--- config.mk ---
export PLATFORM = sky130hd
export DESIGN_NAME = serial_angle_frame_parser
export DESIGN_NICKNAME = d
export VERILOG_FILES = /design/src/sv/saf_pkg.sv /design/src/sv/saf_frame_tracker.sv /design/src/sv/saf_point_counter.sv /design/src/sv/serial_angle_frame_parser.sv
export VERILOG_INCLUDE_DIRS = /design/src /design/src/sv
export SDC_FILE = /design/constraint.sdc
export NUM_CORES = 1
export LEC_CHECK = 0
export BUFFER_PORTS_ARGS = -buffer_cell sky130_fd_sc_hd__buf_2
export CELL_PAD_IN_SITES_DETAIL_PLACEMENT = 1
export CELL_PAD_IN_SITES_GLOBAL_PLACEMENT = 2
export CORE_UTILIZATION = 30
export CTS_CLUSTER_SIZE = 8
export DETAILED_ROUTE_END_ITERATION = 6
export HOLD_SLACK_MARGIN = 0.02
export PLACE_DENSITY_LB_ADDON = 0.15
export SETUP_SLACK_MARGIN = 0.4
export SLEW_MARGIN = 20
export SYNTH_ARGS = -nofsm -noshare
export SYNTH_HDL_FRONTEND = slang
export SYNTH_SLANG_ARGS = --single-unit
--- constraint.sdc ---
create_clock -name clock -period 8.1 [get_ports clock]
set_input_delay 1.215 -clock clock [delete_from_list [all_inputs] [get_ports clock]]
set_output_delay 1.215 -clock clock [all_outputs]
set_load 0.01 [all_outputs]
--- src/sv/serial_angle_frame_parser_defines.svh ---
// Assertion macros shared by the serial angle frame parser RTL.
// No dependencies; included by the files that carry assertions.
`ifndef SERIAL_ANGLE_FRAME_PARSER_DEFINES_SVH
`define SERIAL_ANGLE_FRAME_PARSER_DEFINES_SVH

// Clocked check with a caller-supplied message, disabled during reset
`define SAF_ASSERT_MSG(lbl, clk, rst, prop, msg) \
   lbl: assert property (@(posedge clk) disable iff (rst) prop) else $error(msg);

// Clocked check with a generic message
`define SAF_ASSERT(lbl, clk, rst, prop) \
   `SAF_ASSERT_MSG(lbl, clk, rst, prop, "serial angle frame parser check failed")

`endif

--- src/sv/saf_pkg.sv ---
// Shared types and constants for the serial angle frame parser.
// No dependencies; used by saf_frame_tracker, saf_point_counter and the top level.
package saf_pkg;

   // Stream marks
   localparam logic [7:0] SYNC_FIRST  = 8'h53;  // 'S'
   localparam logic [7:0] SYNC_SECOND = 8'h54;  // 'T'
   localparam logic [7:0] FRAME_MARK  = 8'h42;  // 'B'

   // Field widths
   localparam int BYTE_W  = 8;
   localparam int POS_W   = 4;
   localparam int WORD_W  = 32;
   localparam int BATCH_W = 16;

   // Angle occupies the first payload bytes, little-endian
   localparam int ANGLE_BYTES = 4;

   localparam logic [BATCH_W-1:0] BATCH_SIZE_RESET = 16'd200;

   // Frame tracker -> top: a finished frame with no alarm
   typedef struct packed {
      logic              point;
      logic [WORD_W-1:0] angle;
   } frame_evt_type;

   // Point counter -> top: index and batch status of the current point
   typedef struct packed {
      logic [WORD_W-1:0] index;
      logic              batch_ready;
      logic [WORD_W-1:0] batch_start;
   } point_info_type;

endpackage

--- src/sv/saf_frame_tracker.sv ---
// Frame tracker: sync hunt, 'B' search and payload assembly, one byte per step.
// Depends on saf_pkg and serial_angle_frame_parser_defines.svh.
`include "serial_angle_frame_parser_defines.svh"

module saf_frame_tracker #(
   parameter int PAYLOAD_BYTES = 9
) (
   input  logic                         clock,
   input  logic                         reset,
   input  logic                         step,
   input  logic [saf_pkg::BYTE_W-1:0]   rx_byte,
   output saf_pkg::frame_evt_type       evt
);

   typedef enum logic [1:0] {
      PH_SYNC_EVEN,
      PH_SYNC_ODD,
      PH_SEEK,
      PH_PAYLOAD
   } phase_type;

   localparam logic [saf_pkg::POS_W-1:0] LAST_POS = saf_pkg::POS_W'(PAYLOAD_BYTES - 1);

   phase_type                     phase_ff, phase_in;
   logic [saf_pkg::BYTE_W-1:0]    sync_byte_ff, sync_byte_in;
   logic [saf_pkg::POS_W-1:0]     pos_ff, pos_in;
   logic [saf_pkg::WORD_W-1:0]    acc_ff, acc_in;
   logic [saf_pkg::WORD_W-1:0]    acc_merged;

   // Merge the current byte into its angle lane
   always_comb begin
      acc_merged = acc_ff;
      for (int k = 0; k < saf_pkg::ANGLE_BYTES; k++) begin
         if (pos_ff == saf_pkg::POS_W'(k)) begin
            acc_merged[saf_pkg::BYTE_W*k +: saf_pkg::BYTE_W] =
               acc_ff[saf_pkg::BYTE_W*k +: saf_pkg::BYTE_W] | rx_byte;
         end
      end
   end

   // Next state and frame event
   always_comb begin
      phase_in     = phase_ff;
      sync_byte_in = sync_byte_ff;
      pos_in       = pos_ff;
      acc_in       = acc_ff;
      evt.point    = 1'b0;
      evt.angle    = acc_merged;
      unique case (phase_ff)
         PH_SYNC_EVEN: begin
            sync_byte_in = rx_byte;
            phase_in     = PH_SYNC_ODD;
         end
         PH_SYNC_ODD: begin
            if (sync_byte_ff == saf_pkg::SYNC_FIRST && rx_byte == saf_pkg::SYNC_SECOND) begin
               phase_in = PH_SEEK;
            end else begin
               phase_in = PH_SYNC_EVEN;
            end
         end
         PH_SEEK: begin
            if (rx_byte == saf_pkg::FRAME_MARK) begin
               phase_in = PH_PAYLOAD;
               pos_in   = '0;
               acc_in   = '0;
            end
         end
         PH_PAYLOAD: begin
            acc_in = acc_merged;
            if (pos_ff == LAST_POS) begin
               // alarm byte: zero means a good point
               phase_in  = PH_SEEK;
               pos_in    = '0;
               evt.point = (rx_byte == '0);
            end else begin
               pos_in = pos_ff + 1'b1;
            end
         end
         default: begin
            phase_in = PH_SYNC_EVEN;
         end
      endcase
   end

   // State registers, advanced once per consumed byte
   always_ff @(posedge clock) begin
      if (reset) begin
         phase_ff     <= PH_SYNC_EVEN;
         sync_byte_ff <= '0;
         pos_ff       <= '0;
         acc_ff       <= '0;
      end else if (step) begin
         phase_ff     <= phase_in;
         sync_byte_ff <= sync_byte_in;
         pos_ff       <= pos_in;
         acc_ff       <= acc_in;
      end
   end

   // Payload position never runs past the frame
   `SAF_ASSERT(a_pos_in_frame, clock, reset, phase_ff == PH_PAYLOAD |-> pos_ff <= LAST_POS)

endmodule

--- src/sv/saf_point_counter.sv ---
// Point counter: running point index and batch tracking.
// Depends on saf_pkg and serial_angle_frame_parser_defines.svh.
`include "serial_angle_frame_parser_defines.svh"

module saf_point_counter (
   input  logic                          clock,
   input  logic                          reset,
   input  logic                          step,
   input  logic [saf_pkg::BATCH_W-1:0]   batch_size,
   output saf_pkg::point_info_type       info
);

   logic [saf_pkg::WORD_W-1:0]  point_cnt_ff, point_cnt_in;
   logic [saf_pkg::BATCH_W-1:0] batch_cnt_ff, batch_cnt_in;
   logic [saf_pkg::BATCH_W-1:0] size_eff;
   logic [saf_pkg::BATCH_W-1:0] batch_cnt_inc;
   logic                        batch_hit;

   // A zero batch size acts as one
   always_comb begin
      size_eff      = (batch_size == '0) ? saf_pkg::BATCH_W'(1) : batch_size;
      batch_cnt_inc = batch_cnt_ff + 1'b1;
      batch_hit     = (batch_cnt_inc >= size_eff);

      info.index       = point_cnt_ff;
      info.batch_ready = batch_hit;
      info.batch_start = batch_hit ?
         (point_cnt_ff + 1'b1 - {{(saf_pkg::WORD_W-saf_pkg::BATCH_W){1'b0}}, batch_cnt_inc})
         : '0;

      point_cnt_in = point_cnt_ff + 1'b1;
      batch_cnt_in = batch_hit ? '0 : batch_cnt_inc;
   end

   always_ff @(posedge clock) begin
      if (reset) begin
         point_cnt_ff <= '0;
         batch_cnt_ff <= '0;
      end else if (step) begin
         point_cnt_ff <= point_cnt_in;
         batch_cnt_ff <= batch_cnt_in;
      end
   end

   // Each emitted point bumps the index by exactly one
   `SAF_ASSERT(a_index_bumps, clock, reset, step |=> point_cnt_ff == $past(point_cnt_ff) + 1'b1)
   // A completed batch restarts the batch count
   `SAF_ASSERT(a_batch_clears, clock, reset, step && batch_hit |=> batch_cnt_ff == '0)

endmodule

--- src/sv/serial_angle_frame_parser.sv ---
// Serial angle frame parser: takes one received byte per word and emits one word per
// good frame (point index, angle, batch status). The block sustains one byte per clock
// cycle while the input is not stalled; a byte is registered on entry, parsed by the frame
// tracker from that register and its point, if any, lands in the result register, from
// which it is presented. Bytes that give no point keep flowing while a result is stalled;
// only a second point behind a stalled result holds the input. batch_size is written
// through the csr port, which is always ready; write it only while the parser is idle.
// Depends on saf_pkg, saf_frame_tracker, saf_point_counter and the defines header.
`include "serial_angle_frame_parser_defines.svh"

module serial_angle_frame_parser #(
   parameter int PAYLOAD_BYTES = 9
) (
   input  logic                          clock,
   input  logic                          reset,
   // byte input
   input  logic                          req_valid,
   output logic                          req_stall,
   input  logic [saf_pkg::BYTE_W-1:0]    req_rx_byte,
   // point output
   output logic                          rsp_valid,
   input  logic                          rsp_stall,
   output logic [saf_pkg::WORD_W-1:0]    rsp_point_index,
   output logic [saf_pkg::WORD_W-1:0]    rsp_angle,
   output logic                          rsp_batch_ready,
   output logic [saf_pkg::WORD_W-1:0]    rsp_batch_start,
   // configuration
   input  logic                          csr_valid,
   output logic                          csr_ready,
   input  logic [saf_pkg::BATCH_W-1:0]   csr_batch_size
);

   logic                          in_valid_ff, in_valid_in;
   logic [saf_pkg::BYTE_W-1:0]    in_byte_ff, in_byte_in;
   logic                          out_valid_ff, out_valid_in;
   logic [saf_pkg::WORD_W-1:0]    out_index_ff, out_index_in;
   logic [saf_pkg::WORD_W-1:0]    out_angle_ff, out_angle_in;
   logic                          out_ready_ff, out_ready_in;
   logic [saf_pkg::WORD_W-1:0]    out_start_ff, out_start_in;
   logic [saf_pkg::BATCH_W-1:0]   batch_size_ff;

   saf_pkg::frame_evt_type        evt;
   saf_pkg::point_info_type       info;
   logic                          out_free;
   logic                          advance;
   logic                          emit;

   saf_frame_tracker #(
      .PAYLOAD_BYTES (PAYLOAD_BYTES)
   ) u_tracker (
      .clock   (clock),
      .reset   (reset),
      .step    (advance),
      .rx_byte (in_byte_ff),
      .evt     (evt)
   );

   saf_point_counter u_counter (
      .clock      (clock),
      .reset      (reset),
      .step       (emit),
      .batch_size (batch_size_ff),
      .info       (info)
   );

   // Flow control: a byte moves on unless it makes a point and the result slot is held
   always_comb begin
      out_free  = !out_valid_ff || !rsp_stall;
      advance   = in_valid_ff && (!evt.point || out_free);
      emit      = advance && evt.point;
      req_stall = in_valid_ff && !advance;
      csr_ready = 1'b1;
   end

   // Input register next value
   always_comb begin
      in_valid_in = in_valid_ff;
      in_byte_in  = in_byte_ff;
      if (req_valid && !req_stall) begin
         in_valid_in = 1'b1;
         in_byte_in  = req_rx_byte;
      end else if (advance) begin
         in_valid_in = 1'b0;
      end
   end

   // Result register next value
   always_comb begin
      out_valid_in = out_valid_ff;
      out_index_in = out_index_ff;
      out_angle_in = out_angle_ff;
      out_ready_in = out_ready_ff;
      out_start_in = out_start_ff;
      if (emit) begin
         out_valid_in = 1'b1;
         out_index_in = info.index;
         out_angle_in = evt.angle;
         out_ready_in = info.batch_ready;
         out_start_in = info.batch_start;
      end else if (out_valid_ff && !rsp_stall) begin
         out_valid_in = 1'b0;
      end
   end

   always_ff @(posedge clock) begin
      if (reset) begin
         in_valid_ff   <= 1'b0;
         out_valid_ff  <= 1'b0;
         batch_size_ff <= saf_pkg::BATCH_SIZE_RESET;
      end else begin
         in_valid_ff  <= in_valid_in;
         out_valid_ff <= out_valid_in;
         if (csr_valid && csr_ready) begin
            batch_size_ff <= csr_batch_size;
         end
      end
      in_byte_ff   <= in_byte_in;
      out_index_ff <= out_index_in;
      out_angle_ff <= out_angle_in;
      out_ready_ff <= out_ready_in;
      out_start_ff <= out_start_in;
   end

   assign rsp_valid       = out_valid_ff;
   assign rsp_point_index = out_index_ff;
   assign rsp_angle       = out_angle_ff;
   assign rsp_batch_ready = out_ready_ff;
   assign rsp_batch_start = out_start_ff;

   // Input only backs up behind a pending point that cannot leave
   `SAF_ASSERT(a_stall_cause, clock, reset, req_stall |-> in_valid_ff && evt.point && out_valid_ff && rsp_stall)

endmodule
# [Word-level counts from Yosys, hierarchy flattened]
# Index checks and enable logic that the tools add are counted.
# W data, S select, Z words.
[totals] out_inout_bits=100 in_bits=29 register_bits=217 word_cells=79
[classes] n_lt_le_gt_ge=1 n_eq_ne=12 n_addsub=4 n_reduce_logical=23 bitwise_logic=4 mux=21
[ops] op="$pmux W32 S2" count=1
[ops] op="$add A32 B1 Y32 const B" count=1
[ops] op="$mux W16" count=2
[ops] op="$mux W32" count=1
[ops] op="$mux W8" count=4
[ops] op="$or A8 B8 Y8" count=4
[ops] op="$sub A32 B16 Y32" count=1
[ops] op="$eq A8 B7 Y1 const B" count=3
[ops] op="$add A16 B1 Y16 const B" count=1
[ops] op="$ge A16 B16 Y1" count=1
[ops] op="$logic_not A16 Y1" count=1
[ops] op="$eq A4 B2 Y1 const B" count=2
[ops] op="$logic_not A8 Y1" count=1
[ops] op="$mux W4" count=2
[ops] op="$pmux W2 S4" count=1
[ops] op="$pmux W4 S2" count=1
[ops] op="$logic_and A1 B1 Y1" count=6
[ops] op="$mux W1" count=6
[ops] op="$mux W2" count=3
[ops] op="$reduce_and A3 Y1" count=2
[ops] op="$reduce_bool A2 Y1" count=3
[ops] op="$logic_not A1 Y1" count=5
[ops] op="$add A4 B1 Y4 const B" count=1
[ops] op="$eq A2 B2 Y1 const B" count=2
[ops] op="8 further kinds" count=10

# [Depth between registers and ports, before layout]
# Gate-level depths: netlist of the first run.
[logic_depth] depth_word=11 mapped_depth=20 depth_no_buf=16

# [Modules after synthesis]
# Synthesis of the first run repeated with hierarchy kept, for this count alone.
[hier_totals] hier_cells=1064 area_unflattened_um2=10915.5
[by_module_without_submodules] mod="saf_point_counter" cells_per_inst=651 n_inst=1 seq_area_each_um2=960.9 area_each_um2=4864.7
[by_module_without_submodules] mod="serial_angle_frame_parser" cells_per_inst=172 n_inst=1 seq_area_each_um2=3513.4 area_each_um2=3842.4
[by_module_without_submodules] mod="saf_frame_tracker" cells_per_inst=241 n_inst=1 seq_area_each_um2=920.9 area_each_um2=2208.4

# [Least setup slack after synthesis of the first run]
# OpenSTA, ideal clock, no wires.
[synth_path] kind="input -> register" from="in rsp_stall" to="reg u_counter.batch_cnt_ff[10] in the netlist's numbering" path_slack_ns=2.021 n_path_buf=0 stages=5 required_time_ns=8.017 arrival_ns=5.997 setup_ns=0.083 cell_sequence="nand2_1 -> o21ai_0 -> nor2_1 -> a31oi_1 -> a21oi_1"
[synth_via] elab_chain_len=5
[synth_lines] item="start: declaration" line="serial_angle_frame_parser.sv:22" source="input logic rsp_stall,"
[synth_lines] item="$logic_not A1 Y1" line="serial_angle_frame_parser.sv:68" source="out_free = !out_valid_ff || !rsp_stall;"
[synth_lines] item="$logic_or A1 B1 Y1" line="serial_angle_frame_parser.sv:68"
[synth_lines] item="$logic_or A1 B1 Y1" line="serial_angle_frame_parser.sv:69" source="advance = in_valid_ff && (!evt.point || out_free);"
[synth_lines] item="$logic_and A1 B1 Y1" line="serial_angle_frame_parser.sv:69"
[synth_lines] item="$logic_and A1 B1 Y1" line="serial_angle_frame_parser.sv:70" source="emit = advance && evt.point;"
[synth_lines] item="named net emit" line="serial_angle_frame_parser.sv:46" source="logic emit;"
[synth_lines] item="end signal: assignment" line="saf_point_counter.sv:41" source="batch_cnt_ff <= batch_cnt_in;"
[synth_lines] item="end: declaration" line="saf_point_counter.sv:14" source="logic [saf_pkg::BATCH_W-1:0] batch_cnt_ff, batch_cnt_in;"
# The timed path passes the listed nets, and every way through them passes these cells.
# A chain may end at the register's enable or synchronous reset.

# [Final worst setup path of the first run]
[layout_path] from="reg u_counter.batch_cnt_ff[2] in the netlist's numbering" to="reg u_counter.batch_cnt_ff[5] in the netlist's numbering"
[layout_via] elab_chain_len=3
[layout_lines] item="$add A16 B1 Y16 *" line="saf_point_counter.sv:22" source="batch_cnt_inc = batch_cnt_ff + 1'b1;"
[layout_lines] item="$ge A16 B16 Y1" line="saf_point_counter.sv:23" source="batch_hit = (batch_cnt_inc >= size_eff);"
[layout_lines] item="$mux W16 *" line="saf_point_counter.sv:32" source="batch_cnt_in = batch_hit ? '0 : batch_cnt_inc;"
# Every way passes the cells marked *; elsewhere a longest branch is shown, timed or not.

==> results of run 1 <==
[per-stage QoR]
| stage | setup slack (ns) | util [%] | instance area [sq um] | total power, uW |
|---|---|---|---|---|
| 4_1_cts | 3.09 | 36.2 | 12600 | 2450 |
| 6_report | 3.13 | 36.2 | 12600 | 2410 |
| 3_3_place_gp | 3.21 | 33.6 | 11700 | 1250 |
| 2_1_floorplan | 2.02 | - | 10700 | 1220 |
| 5_1_grt | 2.69 | 36.2 | 12600 | 2500 |
| 3_5_place_dp | 3.10 | 33.7 | 11700 | 1250 |
[final cells by class]
cell class	count	area (sq um)	area share, %
Multi-Input combinational cell	805	4920	39.0
Timing Repair Buffer	134	691	5.47
Clock buffer	54	872	6.91
Sequential cell	217	5400	42.7
Inverter	44	165	1.31
Clock inverter	2	13.8	0.109
Tap cell	455	569	4.51
[routing by layer]
metal  part of all wire, %  global-route usage, %  up-vias
li1                      -                      -     4190
met4                   1.9                   4.18        0
met5                     0                      0        -
met1                    48                   22.1     4122
met3                   2.6                   2.20       38
met2                    48                   28.8       94
[registers in the layout, indices dropped and copies added, names as in the netlist, 2 cells and up]
name	flops
rsp_angle	32
u_counter.batch_cnt_ff	16
u_tracker.phase_ff	2
in_byte_ff	8
u_tracker.acc_ff	32
batch_size_ff	16
u_tracker.sync_byte_ff	8
rsp_point_index	32
rsp_batch_start	32
u_tracker.pos_ff	4
u_counter.point_cnt_ff	32
[worst register-to-register path, cell delays in order, from the launching register on]
cell	delay, ns
dfxtp_1	0.48
and4_1	0.29
and2_1	0.30
nand3_1	0.13
xor2_1	0.24
inv_1	0.08
ha_1	0.23
maj3_1	0.34
a221o_1	0.35
a21oi_1	0.12
o22ai_1	0.10
o21ai_0	0.16
and3_1	0.17
buf_4	0.39
clkinv_1	0.68
nor2_1	0.59
nand3_1	0.13
a21oi_1	0.15
[worst min-delay path by stage]
stage	depth (start not counted)	to	start	slack, ns
2_1_floorplan	0	rsp_point_index[9]$_DFFE_PP_	u_counter.point_cnt_ff[9]$_SDFFE_PP0P_	0.40
3_3_place_gp	2	u_tracker.acc_ff[27]$_SDFFE_PP0P_	u_tracker.acc_ff[27]$_SDFFE_PP0P_	0.47
5_1_grt	2	u_counter.batch_cnt_ff[14]$_SDFFE_PP0P_	u_counter.batch_cnt_ff[14]$_SDFFE_PP0P_	0.51
4_1_cts	2	u_tracker.acc_ff[14]$_SDFFE_PP0P_	u_tracker.acc_ff[14]$_SDFFE_PP0P_	0.49
6_report	2	u_tracker.acc_ff[23]$_SDFFE_PP0P_	u_tracker.acc_ff[23]$_SDFFE_PP0P_	0.49
3_5_place_dp	2	u_tracker.acc_ff[15]$_SDFFE_PP0P_	u_tracker.acc_ff[15]$_SDFFE_PP0P_	0.48
[power groups by stage]
stage	logic [uW]	clock network [uW]	registers, uW
after CTS	52.4	1230	1170
final	51.0	1190	1170
after floorplan	37.5	0	1180
after global routing	57.9	1270	1170
after global placement	51.3	0	1190
after detailed placement	52.0	0	1190
[Yosys cell counts (4+ instances only)]
master,number,area share [%]
a211oi_1,4,0.28
a21o_1,37,2.6
a21oi_1,81,3.8
a31oi_1,8,0.47
and2_1,10,0.58
and3_1,20,1.2
and4_1,7,0.57
buf_2,5,0.23
clkbuf_1,54,1.9
dfxtp_1,112,21
edfxtp_1,105,29
ha_1,27,3.2
inv_1,43,1.5
maj3_1,9,0.84
mux2i_1,21,2.0
nand2_1,90,3.2
nand2b_1,4,0.23
nand3_1,41,1.9
nand4_1,15,0.88
nor2_1,168,5.9
nor2b_1,6,0.35
nor3_1,30,1.4
nor3b_1,12,0.84
nor4_1,11,0.64
o211ai_1,9,0.63
o21a_1,10,0.70
o21ai_0,35,1.6
or3_1,18,1.1
xnor2_1,41,3.3
xor2_1,40,3.3
[kinds of logic (layout without fill, tap and decap cells)]
kind of cell / Yosys count / after routing / synth area share [%]
AOI/OAI and AO/OA: 214 / 214 / 12.5
muxes: 21 / 21 / 1.96
xor gates and xnor gates: 82 / 82 / 6.77
DFF: 217 / 217 / 50.3
adders and majority gates: 38 / 38 / 4.28
buffers and inverters: 108 / 234 / 3.94
other: 1 / 1 / 0.0350
and+or+nand+nor: 449 / 449 / 20.2
==> reports/metrics.cfg, run 1 <==
[critical_path]
slowest_delay_ns = 0.66
timing.rr.start = u_counter.batch_cnt_ff[2]$_SDFFE_PP0P_
critical_path_arrival_ns = 5.45
r2r_cells = 17
critPathCapture = u_counter.batch_cnt_ff[5]$_SDFFE_PP0P_
critical_path.top_delay_family = simple AND/OR/NAND/NOR gates
crit_required_ns = 8.58
cp_num_buf_inv = 3
path_cells = and4_1, and2_1, nand3_1, xor2_1, inv_1, ha_1, maj3_1, a221o_1, a21oi_1, o22ai_1, o21ai_0, and3_1, buf_4, clkinv_1, nor2_1, nand3_1, a21oi_1
crit_path_top_delay_cell = clkinv_1
cp-startpoint = u_counter.batch_cnt_ff[2]$_SDFFE_PP0P_
crit_type = flop to flop
end_kind = flop
r2r_end = u_counter.batch_cnt_ff[5]$_SDFFE_PP0P_
cp_num_cells = 17
rrSetupSlack_ns = 3.13
worstSetupStartpointType = flop
worst-path-max-fanout = 35

[grt]
antenna_found_initial = 0
grt_max_degree = 66
grt_pass1_wl_um = 47900
globalRouteOverflowTotal = 0
grt_usage_pct = 16.8
grt_pass1_vias = 8460

[floorplan]
fp.dieArea_sq_um = 36500
fp.dieH_um = 191
rows = 68
initial_core_util_pct = 30.7
dieWidth_um = 191
core_sq_um = 34900
ios = 129

[clocking]
cts_resized = 0
numCtsBuffers = 31
clock_path_buffers = 3
cts_tree = yes
cts.sinks = 217
postCtsSetupRepairBufs = 0
clock_latency_ns = 0.56
cts.clk_slew.worst_paths_ns = 0.05
ctsHoldBuffers = 0
htree_levels = 1
root_buffer = clkbuf_16

[synth]
syn_avg_cell_area_sq_um = 9.49
synth_nets = 1187
netlist_instances = 1130
synth_warnings = 0
ys_types = 70
synthesis.area_sq_um = 10700
async_flop_share_pct = 0
ys.flop_type = dfxtp_1
ys_seq_elements = 217
synth_edf_count = 105
ys_seq_area_share_pct = 50.3

[outcome]
status = finished clean

[sta]
fmax_mhz = 201
skew_ns = 0.0180
worst_pin_slew_ns = 0.886
setup-tns-final_ns = 0
hold_viol = 0
rsz0062_at_grt = no
slew_headroom_pct = 40.5
drv_slew = 0
fin_hold_ws_ns = 0.487
period_share_pct = 61.4
finalSetupViolCount = 0
fin_crit_ns = 4.97

[finish]
fin_nets = 1290
final_common_cell = nor2_1
instances_no_fill = 1711
layout-drive-gt1-share_pct = 14.6
fill_cells = 4014
diodes = 0
syn_to_final_growth_pct = 17.8
layout_common_cells = 166 x nor2_1, 126 x buf_2, 112 x dfxtp_1

[pwr]
switching_share_pct = 21.5
p_per_area_nw_per_um2 = 191
leakage_uw = 0.00524
p_seq_share_pct = 48.6
ir_worst_vdd_mv = 0.144
p_comb_share_pct = 2.1
p_int_uw = 1890
clock_power_share_pct = 49.3
p_switching_uw = 520

[route]
dr.pass1.iters = 4
drc = 0
via_per_inst = 4.94
drt_iter0_drc = 284
post_drt_wl_per_cell_um = 18.0
routed_wirelength_um = 30800
ant_nets = 0
vias = 8444

[placement]
io_buffers = 127
hpwl_um = 21500
dp.cells = 1655
place_congestion = 0.743

[job]
drv_cap = 0

[hold_path]
hold_path.class = flop to flop

(Power assumes the default switching activity.)
==> inputs of run 2 (changes only) <==
==> constraint.sdc (replaced) <==
create_clock -name clock -period 4.6 [get_ports clock]
set_input_delay 0.69 -clock clock [delete_from_list [all_inputs] [get_ports clock]]
set_output_delay 0.69 -clock clock [all_outputs]
set_load 0.01 [all_outputs]
==> reports/metrics.cfg, run 2 (synthesis gave the netlist of run 1 again) <==
[outcome]
status = finished clean

[sta]
rsz0062_at_grt = no
drv_slew = 0
hold_viol = 0
fin_crit_ns = 3.90
setup-tns-final_ns = 0
period_share_pct = 84.9
skew_ns = 0.0148
fmax_mhz = 256
finalSetupViolCount = 0
worst_pin_slew_ns = 1.09
slew_headroom_pct = 26.8

[route]
drt_iter0_drc = 335
dr.pass1.iters = 4
post_drt_wl_per_cell_um = 18.0
via_per_inst = 4.95
drc = 0
ant_nets = 0
routed_wirelength_um = 31000
vias = 8541

[critical_path]
worst-path-max-fanout = 11
cp-startpoint = u_counter.batch_cnt_ff[0]$_SDFFE_PP0P_
worstSetupStartpointType = flop
slowest_delay_ns = 0.45
end_kind = flop
crit_required_ns = 4.91
crit_type = flop to flop
critical_path_arrival_ns = 4.21
crit_path_top_delay_cell = dfxtp_1
timing.rr.start = u_counter.batch_cnt_ff[0]$_SDFFE_PP0P_
path_cells = ha_4, xor2_2, inv_1, ha_1, o21a_1, o31a_1, o41ai_2, maj3_1, o211ai_1, nor4bb_4, or3_1, maj3_2, o311a_1, a21o_1

[placement]
hpwl_um = 22100
io_buffers = 127
placed_area_sq_um = 11900
dp.cells = 1668
place_congestion = 0.798

[finish]
final_cell_area_sq_um = 12800
layout-drive-gt1-share_pct = 16.1
layout_common_cells = 166 x nor2_1, 126 x buf_2, 110 x dfxtp_1
syn_to_final_growth_pct = 19.3
final_common_cell = nor2_1
instances_no_fill = 1724
fin_nets = 1304

[grt]
antenna_found_initial = 0
grt_usage_pct = 17.2
globalRouteOverflowTotal = 0
grt_pass1_wl_um = 49300
grt_max_degree = 80
grt_pass1_vias = 8909

[clocking]
clock_latency_ns = 0.55
postCtsSetupRepairBufs = 0
cts.sinks = 217
cts.clk_slew.worst_paths_ns = 0.05
cts_tree = yes
clock_path_buffers = 3
numCtsBuffers = 31
root_buffer = clkbuf_16
htree_levels = 1

[hold_path]
hold_path.class = input port to flop
hp-start = req_rx_byte[7]

[floorplan]
dieWidth_um = 191
core_sq_um = 34900
ios = 129
initial_core_util_pct = 30.7
rows = 68
fp.dieH_um = 191
fp.dieArea_sq_um = 36500

[pwr]
ir_worst_vdd_mv = 0.249
p_per_area_nw_per_um2 = 330
leakage_uw = 0.00532

[job]
drv_cap = 0

[run 2: cell count changes in the layout (fill, tap and decap cells not counted), moves of 2 or more]
| cell | before | now |
|---|---|---|
| buf_12 | 0 | 2 |
| buf_4 | 8 | 19 |
| dfxtp_1 | 112 | 110 |
| dfxtp_2 | 0 | 2 |
| ha_1 | 27 | 25 |
[run 2: power by group]
group	internal (uW)	switching [uW]	total [uW]
sequential	2030	30.0	2060
clock	1240	828	2070
combinational	37.8	52.7	90.5
[run 2: layout make-up]
type                       count  area (sq um)
fill                        4023         22100
antenna                        1          2.50
tap                          455           569
multi-input combinational    805          4970
inverter                      44           165
sequential                   217          5400
timing repair buffer         148           821
clock inverter                 1          8.76
clock buffer                  53           858
[run 2: final timing paths]
check,to,slack (ns),cells past startpoint
setup / recovery,rsp_batch_start[31]$_SDFFCE_PN0P_,0.70,14
hold / removal,in_byte_ff[7]$_DFFE_PP_,0.31,1
setup reg to reg,rsp_batch_start[31]$_SDFFCE_PN0P_,0.70,14
hold reg to reg,u_tracker.acc_ff[7]$_SDFFE_PP0P_,0.48,2
[run 2: timing repair]
action | in CTS | in global routing
hold buffers | 0 | 0
endpoints found under the hold margin | 0 | 0
setup endpoints to repair | 0 | 17
resized for setup | 0 | 11
[run 2: metal layers]
metal	track usage, %	part of all wire (%)
met5	0	0
met2	29.3	47
met1	23.0	48
met3	2.55	3.1
met4	3.60	1.7
[run 2: stage by stage]
step           util (%)  worst slack (ns)  total power (uW)  hold slack [ns]
2_1_floorplan         -             0.480              2150            0.403
3_3_place_gp       34.0             0.560              2190            0.465
3_5_place_dp       34.0             0.430              2190            0.479
4_1_cts            36.5             0.418              4300            0.277
5_1_grt            36.7             0.409              4390            0.288
6_report           36.7             0.695              4220            0.315
[run 2: worst max-delay path, delay by kind of cell (launching register included)]
family / cells / cell delay [ns]
adders and majority gates: 4 / 1.22
AOI/OAI and AO/OA: 6 / 1.22
and+or+nand+nor: 2 / 0.54
DFF: 1 / 0.45
xor gates and xnor gates: 1 / 0.17
buffers and inverters: 1 / 0.06
